File: src/design/slseq_pkg.sv
// Shared types, codes and constants for the stow lock sequencer.
package slseq_pkg;

  localparam int TickWidth    = 10;
  localparam int TimeoutWidth = 16;
  localparam int ElapsedWidth = 17;
  localparam int StatusWidth  = 4;
  localparam int CfgAddrWidth = 4;
  localparam int CfgDataWidth = 32;

  localparam logic [TickWidth-1:0]    TickPeriodReset = TickWidth'(10);
  localparam logic [TimeoutWidth-1:0] TimeoutReset    = TimeoutWidth'(5000);
  localparam logic                    AxisElevReset   = 1'b0;

  // Register indexes (word address paddr[3:2])
  localparam logic [1:0] REG_TICK_PERIOD = 2'd0;
  localparam logic [1:0] REG_TIMEOUT     = 2'd1;
  localparam logic [1:0] REG_AXIS_ELEV   = 2'd2;

  // Item opcodes
  localparam logic [1:0] OP_TICK   = 2'd0;
  localparam logic [1:0] OP_LOCK   = 2'd1;
  localparam logic [1:0] OP_UNLOCK = 2'd2;

  // Sequencer phases
  localparam logic [2:0] PH_IDLE        = 3'd0;
  localparam logic [2:0] PH_LOCK_INIT   = 3'd1;
  localparam logic [2:0] PH_LOCKING     = 3'd2;
  localparam logic [2:0] PH_LOCK_DONE   = 3'd3;
  localparam logic [2:0] PH_UNLOCK_INIT = 3'd4;
  localparam logic [2:0] PH_UNLOCKING   = 3'd5;
  localparam logic [2:0] PH_UNLOCK_DONE = 3'd6;
  localparam logic [2:0] PH_FAIL        = 3'd7;

  // Pending requests
  localparam logic [1:0] REQ_NONE   = 2'd0;
  localparam logic [1:0] REQ_LOCK   = 2'd1;
  localparam logic [1:0] REQ_UNLOCK = 2'd2;

  // Status kinds, azimuth numbering
  localparam logic [StatusWidth-1:0] ST_NONE       = 4'd0;
  localparam logic [StatusWidth-1:0] ST_LOCKBUSY   = 4'd1;
  localparam logic [StatusWidth-1:0] ST_LOCKED     = 4'd2;
  localparam logic [StatusWidth-1:0] ST_UNLOCKBUSY = 4'd3;
  localparam logic [StatusWidth-1:0] ST_UNLOCKED   = 4'd4;
  localparam logic [StatusWidth-1:0] ST_ERROR      = 4'd5;
  localparam logic [StatusWidth-1:0] ElevOffset    = 4'd5;

  localparam logic [ElapsedWidth-1:0] ElapsedMax = {ElapsedWidth{1'b1}};

  typedef struct packed {
    logic [TickWidth-1:0]    tick_period_ms;
    logic [TimeoutWidth-1:0] time_limit_ms;
    logic                    axis_is_elevation;
  } cfg_t;

  typedef struct packed {
    logic                   busy_res;
    logic                   fail_pulse;
    logic                   done_pulse;
    logic [StatusWidth-1:0] status_code;
    logic                   unlock_drive;
    logic                   lock_drive;
  } result_t;

  localparam int ResultWidth = $bits(result_t);

endpackage

File: src/design/slseq_cfg.sv
// APB register file holding tick period, timeout and axis select.
module slseq_cfg
  import slseq_pkg::*;
(
  input  logic                    clk,
  input  logic                    rst,
  input  logic                    psel,
  input  logic                    penable,
  input  logic                    pwrite,
  input  logic [CfgAddrWidth-1:0] paddr,
  input  logic [CfgDataWidth-1:0] pwdata,
  output logic [CfgDataWidth-1:0] prdata,
  output logic                    pready,
  output cfg_t                    cfg
);

  logic wr_en;
  logic [1:0] reg_idx;

  assign pready  = 1'b1;
  assign wr_en   = psel && penable && pwrite;
  assign reg_idx = paddr[3:2];

  always_ff @(posedge clk) begin
    if (rst) begin
      cfg.tick_period_ms    <= TickPeriodReset;
      cfg.time_limit_ms     <= TimeoutReset;
      cfg.axis_is_elevation <= AxisElevReset;
    end else if (wr_en) begin
      case (reg_idx)
        REG_TICK_PERIOD: cfg.tick_period_ms    <= pwdata[TickWidth-1:0];
        REG_TIMEOUT:     cfg.time_limit_ms     <= pwdata[TimeoutWidth-1:0];
        REG_AXIS_ELEV:   cfg.axis_is_elevation <= pwdata[0];
        default: ;
      endcase
    end
  end

  always_comb begin
    case (reg_idx)
      REG_TICK_PERIOD: prdata = CfgDataWidth'(cfg.tick_period_ms);
      REG_TIMEOUT:     prdata = CfgDataWidth'(cfg.time_limit_ms);
      REG_AXIS_ELEV:   prdata = CfgDataWidth'(cfg.axis_is_elevation);
      default:         prdata = '0;
    endcase
  end

endmodule

File: src/design/slseq_fsm.sv
// Sequencer state and the per-item next-state and result logic.
module slseq_fsm
  import slseq_pkg::*;
(
  input  logic       clk,
  input  logic       rst,
  input  logic       step,
  input  logic [1:0] opcode,
  input  logic       lock_sensor,
  input  logic       unlock_sensor,
  input  cfg_t       cfg,
  output result_t    res
);

  logic [2:0]              phase, phase_next;
  logic [1:0]              pending, pending_next;
  logic [ElapsedWidth-1:0] elapsed_ms, elapsed_next;
  logic [StatusWidth-1:0]  status_reg, status_next;
  logic                    lock_drv, lock_drv_next;
  logic                    unlock_drv, unlock_drv_next;
  logic                    done, fail;
  logic                    is_lock, target;
  logic [ElapsedWidth:0]   time_sum;
  logic [ElapsedWidth-1:0] time_sat;
  logic [StatusWidth-1:0]  base;

  assign base     = cfg.axis_is_elevation ? ElevOffset : ST_NONE;
  assign time_sum = {1'b0, elapsed_ms} + (ElapsedWidth+1)'(cfg.tick_period_ms);
  assign time_sat = time_sum[ElapsedWidth] ? ElapsedMax : time_sum[ElapsedWidth-1:0];
  assign is_lock  = (phase == PH_LOCK_INIT) || (phase == PH_LOCKING);
  assign target   = is_lock ? lock_sensor : unlock_sensor;

  always_comb begin
    phase_next      = phase;
    pending_next    = pending;
    elapsed_next    = elapsed_ms;
    status_next     = status_reg;
    lock_drv_next   = lock_drv;
    unlock_drv_next = unlock_drv;
    done            = 1'b0;
    fail            = 1'b0;
    case (opcode)
      OP_LOCK, OP_UNLOCK: begin
        // requests only land while idle; a later one replaces an earlier one
        if (phase == PH_IDLE) begin
          pending_next = (opcode == OP_LOCK) ? REQ_LOCK : REQ_UNLOCK;
        end
      end
      OP_TICK: begin
        case (phase)
          PH_IDLE: begin
            if (pending == REQ_LOCK) begin
              phase_next  = PH_LOCK_INIT;
              status_next = base + ST_LOCKBUSY;
            end else if (pending == REQ_UNLOCK) begin
              phase_next  = PH_UNLOCK_INIT;
              status_next = base + ST_UNLOCKBUSY;
            end
            pending_next = REQ_NONE;
          end
          PH_LOCK_INIT, PH_UNLOCK_INIT: begin
            if (lock_sensor && unlock_sensor) begin
              status_next = base + ST_ERROR;
              phase_next  = PH_FAIL;
            end else if (target) begin
              status_next = base + (is_lock ? ST_LOCKED : ST_UNLOCKED);
              phase_next  = is_lock ? PH_LOCK_DONE : PH_UNLOCK_DONE;
            end else begin
              lock_drv_next   = is_lock;
              unlock_drv_next = !is_lock;
              elapsed_next    = '0;
              status_next     = base + (is_lock ? ST_LOCKBUSY : ST_UNLOCKBUSY);
              phase_next      = is_lock ? PH_LOCKING : PH_UNLOCKING;
            end
          end
          PH_LOCKING, PH_UNLOCKING: begin
            elapsed_next = time_sat;
            if (target) begin
              lock_drv_next   = 1'b0;
              unlock_drv_next = 1'b0;
              status_next     = base + (is_lock ? ST_LOCKED : ST_UNLOCKED);
              phase_next      = is_lock ? PH_LOCK_DONE : PH_UNLOCK_DONE;
            end else if (time_sat > ElapsedWidth'(cfg.time_limit_ms)) begin
              lock_drv_next   = 1'b0;
              unlock_drv_next = 1'b0;
              status_next     = base + ST_ERROR;
              phase_next      = PH_FAIL;
            end
          end
          PH_LOCK_DONE, PH_UNLOCK_DONE: begin
            done       = 1'b1;
            phase_next = PH_IDLE;
          end
          default: begin
            fail       = 1'b1;
            phase_next = PH_IDLE;
          end
        endcase
      end
      default: ;
    endcase
  end

  always_ff @(posedge clk) begin
    if (rst) begin
      phase      <= PH_IDLE;
      pending    <= REQ_NONE;
      elapsed_ms <= '0;
      status_reg <= ST_NONE;
      lock_drv   <= 1'b0;
      unlock_drv <= 1'b0;
    end else if (step) begin
      phase      <= phase_next;
      pending    <= pending_next;
      elapsed_ms <= elapsed_next;
      status_reg <= status_next;
      lock_drv   <= lock_drv_next;
      unlock_drv <= unlock_drv_next;
    end
  end

  always_comb begin
    res.lock_drive   = lock_drv_next;
    res.unlock_drive = unlock_drv_next;
    res.status_code  = status_next;
    res.done_pulse   = done;
    res.fail_pulse   = fail;
    res.busy_res     = (phase_next != PH_IDLE);
  end

endmodule

File: src/design/stow_lock_sequencer_core.sv
// Top level: input register, sequencer, result register and APB registers.
//
//   port group     dir  carries
//   s_axis_*       in   items: tuser opcode, tdata sensors
//   m_axis_*       out  results: drives, status, pulses, busy
//   APB            in   tick period, timeout, axis select
//
// An item is registered on entry, updates the sequencer state as it moves into
// the result register, and shows on m_axis from there: one item per cycle while
// m_axis_tready is high. The input register holds while the result register is
// full and stalled; only then, with both registers full, does s_axis_tready fall.
// Synchronous reset returns the sequencer to idle and the registers to defaults.
module stow_lock_sequencer_core
  import slseq_pkg::*;
(
  input  logic                    clk,
  input  logic                    rst,
  input  logic                    s_axis_tvalid,
  output logic                    s_axis_tready,
  input  logic [7:0]              s_axis_tdata,   // [0] lock_sensor, [1] unlock_sensor
  input  logic [1:0]              s_axis_tuser,   // [1:0] opcode
  output logic                    m_axis_tvalid,
  input  logic                    m_axis_tready,
  // [0] lock_drive, [1] unlock_drive, [5:2] status_code, [6] done_pulse,
  // [7] fail_pulse, [8] busy_res
  output logic [15:0]             m_axis_tdata,
  input  logic                    psel,
  input  logic                    penable,
  input  logic                    pwrite,
  input  logic [CfgAddrWidth-1:0] paddr,
  input  logic [CfgDataWidth-1:0] pwdata,
  output logic [CfgDataWidth-1:0] prdata,
  output logic                    pready
);

  cfg_t    cfg;
  result_t res;
  result_t out_res;
  logic       in_valid;
  logic [1:0] in_opcode;
  logic       in_lock;
  logic       in_unlock;
  logic       advance;

  slseq_cfg u_cfg (
    .clk     (clk),
    .rst     (rst),
    .psel    (psel),
    .penable (penable),
    .pwrite  (pwrite),
    .paddr   (paddr),
    .pwdata  (pwdata),
    .prdata  (prdata),
    .pready  (pready),
    .cfg     (cfg)
  );

  // move the held item into the result register when that slot frees up
  assign advance       = in_valid && (!m_axis_tvalid || m_axis_tready);
  assign s_axis_tready = !in_valid || advance;

  always_ff @(posedge clk) begin
    if (rst) begin
      in_valid <= 1'b0;
    end else if (s_axis_tready) begin
      in_valid <= s_axis_tvalid;
    end
  end

  always_ff @(posedge clk) begin
    if (s_axis_tready && s_axis_tvalid) begin
      in_opcode <= s_axis_tuser;
      in_lock   <= s_axis_tdata[0];
      in_unlock <= s_axis_tdata[1];
    end
  end

  slseq_fsm u_fsm (
    .clk           (clk),
    .rst           (rst),
    .step          (advance),
    .opcode        (in_opcode),
    .lock_sensor   (in_lock),
    .unlock_sensor (in_unlock),
    .cfg           (cfg),
    .res           (res)
  );

  always_ff @(posedge clk) begin
    if (rst) begin
      m_axis_tvalid <= 1'b0;
    end else if (advance) begin
      m_axis_tvalid <= 1'b1;
    end else if (m_axis_tready) begin
      m_axis_tvalid <= 1'b0;
    end
  end

  always_ff @(posedge clk) begin
    if (advance) begin
      out_res <= res;
    end
  end

  assign m_axis_tdata = {{(16-ResultWidth){1'b0}}, out_res};

endmodule

File: config.mk
export PLATFORM = sky130hd
export DESIGN_NAME = stow_lock_sequencer_core
export DESIGN_NICKNAME = d
export VERILOG_FILES = /design/src/design/slseq_pkg.sv /design/src/design/slseq_cfg.sv /design/src/design/slseq_fsm.sv /design/src/design/stow_lock_sequencer_core.sv
export SDC_FILE = /design/constraint.sdc
export NUM_CORES = 1
export LEC_CHECK = 0
export ABC_AREA = 1
export BUFFER_PORTS_ARGS = -buffer_cell sky130_fd_sc_hd__buf_4
export CAP_MARGIN = 20
export CELL_PAD_IN_SITES_DETAIL_PLACEMENT = 0
export CELL_PAD_IN_SITES_GLOBAL_PLACEMENT = 1
export CORE_MARGIN = 1.5
export CORE_UTILIZATION = 37
export CTS_CLUSTER_DIAMETER = 60
export DETAILED_ROUTE_END_ITERATION = 12
export PLACE_DENSITY_LB_ADDON = 0.1
export SETUP_SLACK_MARGIN = 0.05
export SLEW_MARGIN = 0
export SYNTH_ARGS = -nofsm -noshare
export SYNTH_HDL_FRONTEND = slang
export SYNTH_HIERARCHICAL = 1
export SYNTH_SLANG_ARGS = --single-unit
File: constraint.sdc
create_clock -name clk -period 7.3 [get_ports clk]
set_clock_uncertainty 0.05 [all_clocks]
set_input_delay 0.73 -clock clk [delete_from_list [all_inputs] [get_ports clk]]
set_output_delay 0.73 -clock clk [all_outputs]
set_load 0.05 [all_outputs]
### Word-level counts from Yosys, hierarchy flattened

Index checks and enable logic that the tools add are counted.
W data, S select, Z words.

| storage, ports and cells | value |
|---|---|
| register bits | 70 |
| output and inout bits | 51 |

| operators by class | value |
|---|---|
| add/subtract/negate cells | 6 |
| $lt $le $gt $ge | 1 |
| equality and inequality tests | 16 |
| muxes and demuxes | 47 |
| reductions and logical operators | 28 |

Operators with widths:

| operator | count |
|---|---|
| $mux W17 | 3 |
| $pmux W16 S3 | 1 |
| $pmux W17 S2 | 1 |
| $mux W3 | 11 |
| $mux W4 | 7 |
| $add A17 B10 Y18 | 1 |
| $gt A17 B16 Y1 | 1 |
| $mux W1 | 15 |
| $pmux W4 S3 | 1 |
| $eq A3 B3 Y1 const B | 3 |
| $pmux W3 S3 | 1 |
| $mux W2 | 4 |
| $reduce_or A2 Y1 | 4 |
| $reduce_or A7 Y1 | 1 |
| $eq A2 B1 Y1 const B | 3 |
| $eq A2 B2 Y1 const B | 3 |
| $eq A3 B2 Y1 const B | 2 |
| $reduce_and A2 Y1 | 3 |
| $reduce_bool A2 Y1 | 3 |
| $logic_and A1 B1 Y1 | 5 |
| $reduce_and A5 Y1 | 1 |
| $add A4 B1 Y4 const B | 1 |
| $add A4 B2 Y4 const B | 1 |
| $add A4 B3 Y4 | 1 |
| other kinds (13) | 21 |

### Logic depth before layout (Yosys ltp)

| logic depth | value |
|---|---|
| word-level depth | 8 |
| depth in mapped cells | 31 |
| mapped depth without buffers | 31 |

### Cells and area by module

Netlist, hierarchy kept.

Modules (own cells, without submodules):

| module | instances | cells each | area each (µm²) | sequential area each (µm²) |
|---|---|---|---|---|
| slseq_fsm | 1 | 493 | 2977.9 | 560.5 |
| slseq_cfg | 1 | 210 | 1465.2 | 540.5 |
| stow_lock_sequencer_core | 1 | 33 | 538.0 | 430.4 |

### Least setup slack after synthesis

OpenSTA, ideal clock, no wires.

| timing | value |
|---|---|
| path type | reg2reg |
| start point | register, netlist name u_cfg/cfg[17] |
| end point | register out_res, in the netlist m_axis_tdata[8] (data pin) |
| arrival time | 3015 ps |
| data required time | 6988 ps |
| path slack | 3973 ps |
| cell stages (with the launch flop) | 29 |
| cell sequence | dfxtp_1 -> ha_1 -> fa_1 -> nand3_1 -> nand2_1 -> inv_2 -> o21ai_2 -> inv_2 -> o21ai_2 -> nand2_2 -> inv_1 -> o21ai_0 -> ha_1 -> nand2_1 -> inv_1 -> nand2_1 -> nor2_1 -> a21oi_1 -> nand2_1 -> nand2_1 -> nand2_1 -> nand2_1 -> nand2_1 -> nand2_1 -> nand2_4 -> o21ai_1 -> nand2_1 -> a21oi_1 -> nand3_1 |

RTL lines:

| item | line | RTL |
|---|---|---|
| end signal: assignment | stow_lock_sequencer_core.sv:101 | `out_res <= res;` |
| end: declaration | stow_lock_sequencer_core.sv:38 | `result_t out_res;` |

==> results by group <==
Die
  – Chip Height: 119.0 um
  – Num rows: between 40 and 50
  – Starting Density: 0.3776
  – I/O Pins: ~100
  – Die area: around 0.014 mm2
  – Core Box Area: between 0.01 and 0.015 mm2
  – Die W: around 120 um

Pwr
  – VDD IR-drop max: ~0.11 mV
  – Internal Power: approximately 0.74 mW
  – Comb power frac: 0.186
  – Sequential share of power: 0.397
  – PD cells: approximately 190 mW/mm2
  – Leakage: 2.800 nW
  – Psw: 0.3203 mW
  – Clock power frac: 0.417
  – Switching share of power: 0.3033

Timing
  – RSZ-0062 raised after global routing: false
  – Final cycle utilization of the critical path: 0.5955
  – Hold Worst Slack: about 420 ps
  – Final setup vio count: 0
  – Min cycle time layout: around 4300 ps
  – Final Max Tran Viols: 0
  – Setup TNS: 0 ps
  – Max Clk Rate: 230.0 MHz
  – Max_slew headroom: 0.3823
  – Final hold violation count: 0
  – Worst slew pin tran: 925.6 ps

Worst setup path
  – Worst path bufs/invs: 2
  – Delay-heaviest family, CP: simple AND/OR/NAND/NOR gates
  – CP max FO: 12
  – Max incr delay on CP: 430 ps
  – Worst Path Arrival: ~4400 ps
  – Critical Path Start Type: flop
  – Critical Setup Path Class: reg2reg
  – Data required, critical path: about 7300 ps
  – Critical Path Sink Type: flop
  – CP most frequent cell: nand2_1
  – Slowest CP cell: nand2_1

Global routing
  – Largest net degree at the start of global routing: 28
  – Number of global-route vias before repair: 4,072
  – Gr ovfl total: 0
  – First-pass GRT wire length: about 21 mm
  – Initial antenna violation count: 0
  – GRT Util Overall: 0.1875

CTS
  – Setup bufs post-CTS: 0
  – CTS Buffer Depth: 2
  – Clock-pin slew on the worst setup and hold paths: 60 ps
  – Root buffer cell: clkbuf_16
  – Post-CTS resize count: 0
  – CTS sink cnt: 70
  – CTS Buf Count: 9
  – Worst-Skew Late Latency: between 300 and 400 ps
  – Hold Buf Count CTS: 0
  – CTS tree: built
  – H-tree depth: 3

Synth
  – Mapped Area: approximately 0.005 mm2
  – Most used flip-flop cell after synthesis: dfxtp_1
  – Compound-Gate Fraction of Synth Area: 0.1304
  – Largest family of logic cells by synthesized area: simple AND/OR/NAND/NOR gates
  – Post-synthesis cell count: around 740
  – Post-Synth XOR/XNOR Area: 0.003517
  – Mux cell area share after synthesis: 0
  – Avg Cell Area, Syn: 6.768 um2
  – Synth async-reset ratio: 0
  – Count of flip-flops with a built-in enable after synthesis: 13
  – Number of synthesis warnings: 6
  – Library cells used by synthesis: 48
  – Synth Area in Adders: 0.08189
  – Yosys reg bits: 70
  – Synth Area in Simple Gates: 0.3271
  – Seq/Total Area, Yosys: 0.3075

Final layout
  – Max reg flops: 27
  – Fin nets: approximately 860
  – Post-route insts no fill: 959
  – Design area: 0.005684 mm2
  – Most flop-heavy register: u_cfg/cfg
  – Fillers: between 1,000 and 1,500
  – Final core occ: 0.4309
  – ANT cells: 0
  – Area growth from synthesis to final layout: 14.12%
  – Share of cells above drive strength 1: 0.1596

Placement
  – Routability cong.: slightly below 0.9
  – Port Buffers: 55
  – Placed Instances: approximately 940
  – Final HPWL DP: between 9 and 10 mm
  – Placed instance area: 0.005394 mm2

Drt
  – DR WL/cell: 13.42 um
  – DRC Markers: 0
  – Post-DR vias/cell: approximately 4.7
  – DR WL met2: about 5.3 mm
  – Routed wire length: ~13 mm
  – First-pass iteration count of the detailed router: 5
  – Vias: approximately 4,500
  – Metal3 WL: ~540 um
  – Top Layer Used: met4
  – Wl on met1: 6.917 mm
  – ANT nets after route: 0
  – Iter 0 DRT Violations: slightly below 300

Worst hold path
  – Hold Crit Class: reg2reg

Status
  – Status: completed

Job
  – Maximum capacitance violations: 0
[path summary, 6_finish.rpt]
kind | cells past startpoint | slack (ps) | endpoint | from
worst max-delay path | 25 | 2950 | m_axis_tdata[8]$_DFFE_PP_ | u_cfg/cfg[21]$_SDFFE_PP0P_
worst min-delay path | 2 | 420 | u_fsm/elapsed_ms[5]$_SDFFE_PP0P_ | u_fsm/elapsed_ms[5]$_SDFFE_PP0P_
worst max register to register | 25 | 2950 | m_axis_tdata[8]$_DFFE_PP_ | u_cfg/cfg[21]$_SDFFE_PP0P_
worst min register to register | 2 | 420 | u_fsm/elapsed_ms[5]$_SDFFE_PP0P_ | u_fsm/elapsed_ms[5]$_SDFFE_PP0P_
[layout make-up]
class / instances / area, um2 / share of cell area
Clock buffer: 12 / 246.5 / 0.04336
Clock inverter: 3 / 43.79 / 0.007704
Inverter: 113 / 424.2 / 0.07462
Multi-Input combinational cell: 529 / 2798 / 0.4922
Sequential cell: 70 / 1531 / 0.2694
Tap cell: 176 / 220.2 / 0.03874
Timing Repair Buffer: 56 / 420.4 / 0.07396
[stage by stage]
step | setup WS, ps | total power [mW]
global placement | 2951 | 0.6217
detailed placement | 2990 | 0.6229
finish | 2953 | 1.056
CTS | 2964 | 1.066
global route | 2590 | 1.107
floorplan | 3973 | 0.5832
[layer usage]
metal	vias up	global-route usage
li1	2381	-
met1	2010	0.2858
met2	117	0.2634
met3	10	0.04071
met4	0	0.04970
met5	-	0
[kinds of logic after synthesis]
family / after synthesis
simple gates: 361
buf+inv: 158
compound gates: 110
flops: 70
fa+ha+maj: 32
other cells: 3
xor+xnor: 2
[power groups by stage]
stage	registers, mW	clock network, mW	logic (mW)
global placement	0.427	0	0.195
finish	0.419	0.441	0.196
global route	0.421	0.469	0.217
floorplan	0.436	0	0.147
CTS	0.419	0.450	0.197
detailed placement	0.427	0	0.196
[worst register-to-register path: cells and delay by family (launching register included)]
family / cells / cell delay, ps
AND/OR/NAND/NOR: 16 / 1930
AO/OA/AOI/OAI: 5 / 740
adder cells (fa/ha/maj): 2 / 690
flip-flops: 1 / 350
buffers and inverters: 2 / 310
[cell usage after synthesis, types with 4 or more instances]
cell type / number / area, um2
a22o_1: 9 / 78.83
ha_1: 31 / 387.9
nand3_1: 54 / 270.3
nand2_1: 184 / 690.7
o21ai_0: 26 / 130.1
a21oi_1: 52 / 260.3
nor2_4: 4 / 45.04
dfxtp_1: 57 / 1141
nor2_1: 69 / 259.0
a21oi_2: 4 / 35.03
inv_1: 104 / 390.4
nor2_2: 16 / 100.1
nand3b_1: 4 / 30.03
buf_4: 31 / 232.7
o21ai_1: 5 / 25.02
nor3_1: 5 / 25.02
clkbuf_1: 7 / 26.28
nand2_2: 6 / 37.54
or2_2: 6 / 37.54
inv_2: 8 / 30.03
buf_2: 5 / 25.02
edfxtp_1: 13 / 390.4
[cells in the final DEF, fill, tap and decap left out, types with 8 or more instances in the layout]
master     instances
a21oi_1           51
a22o_1             9
buf_4             56
clkbuf_16          9
conb_1            24
dfxtp_1           57
edfxtp_1          13
ha_1              31
inv_1            104
inv_2              8
nand2_1          184
nand3_1           54
nor2_1            69
nor2_2            16
o21ai_0           26
No activity file was read; power rests on OpenSTA's default activity.
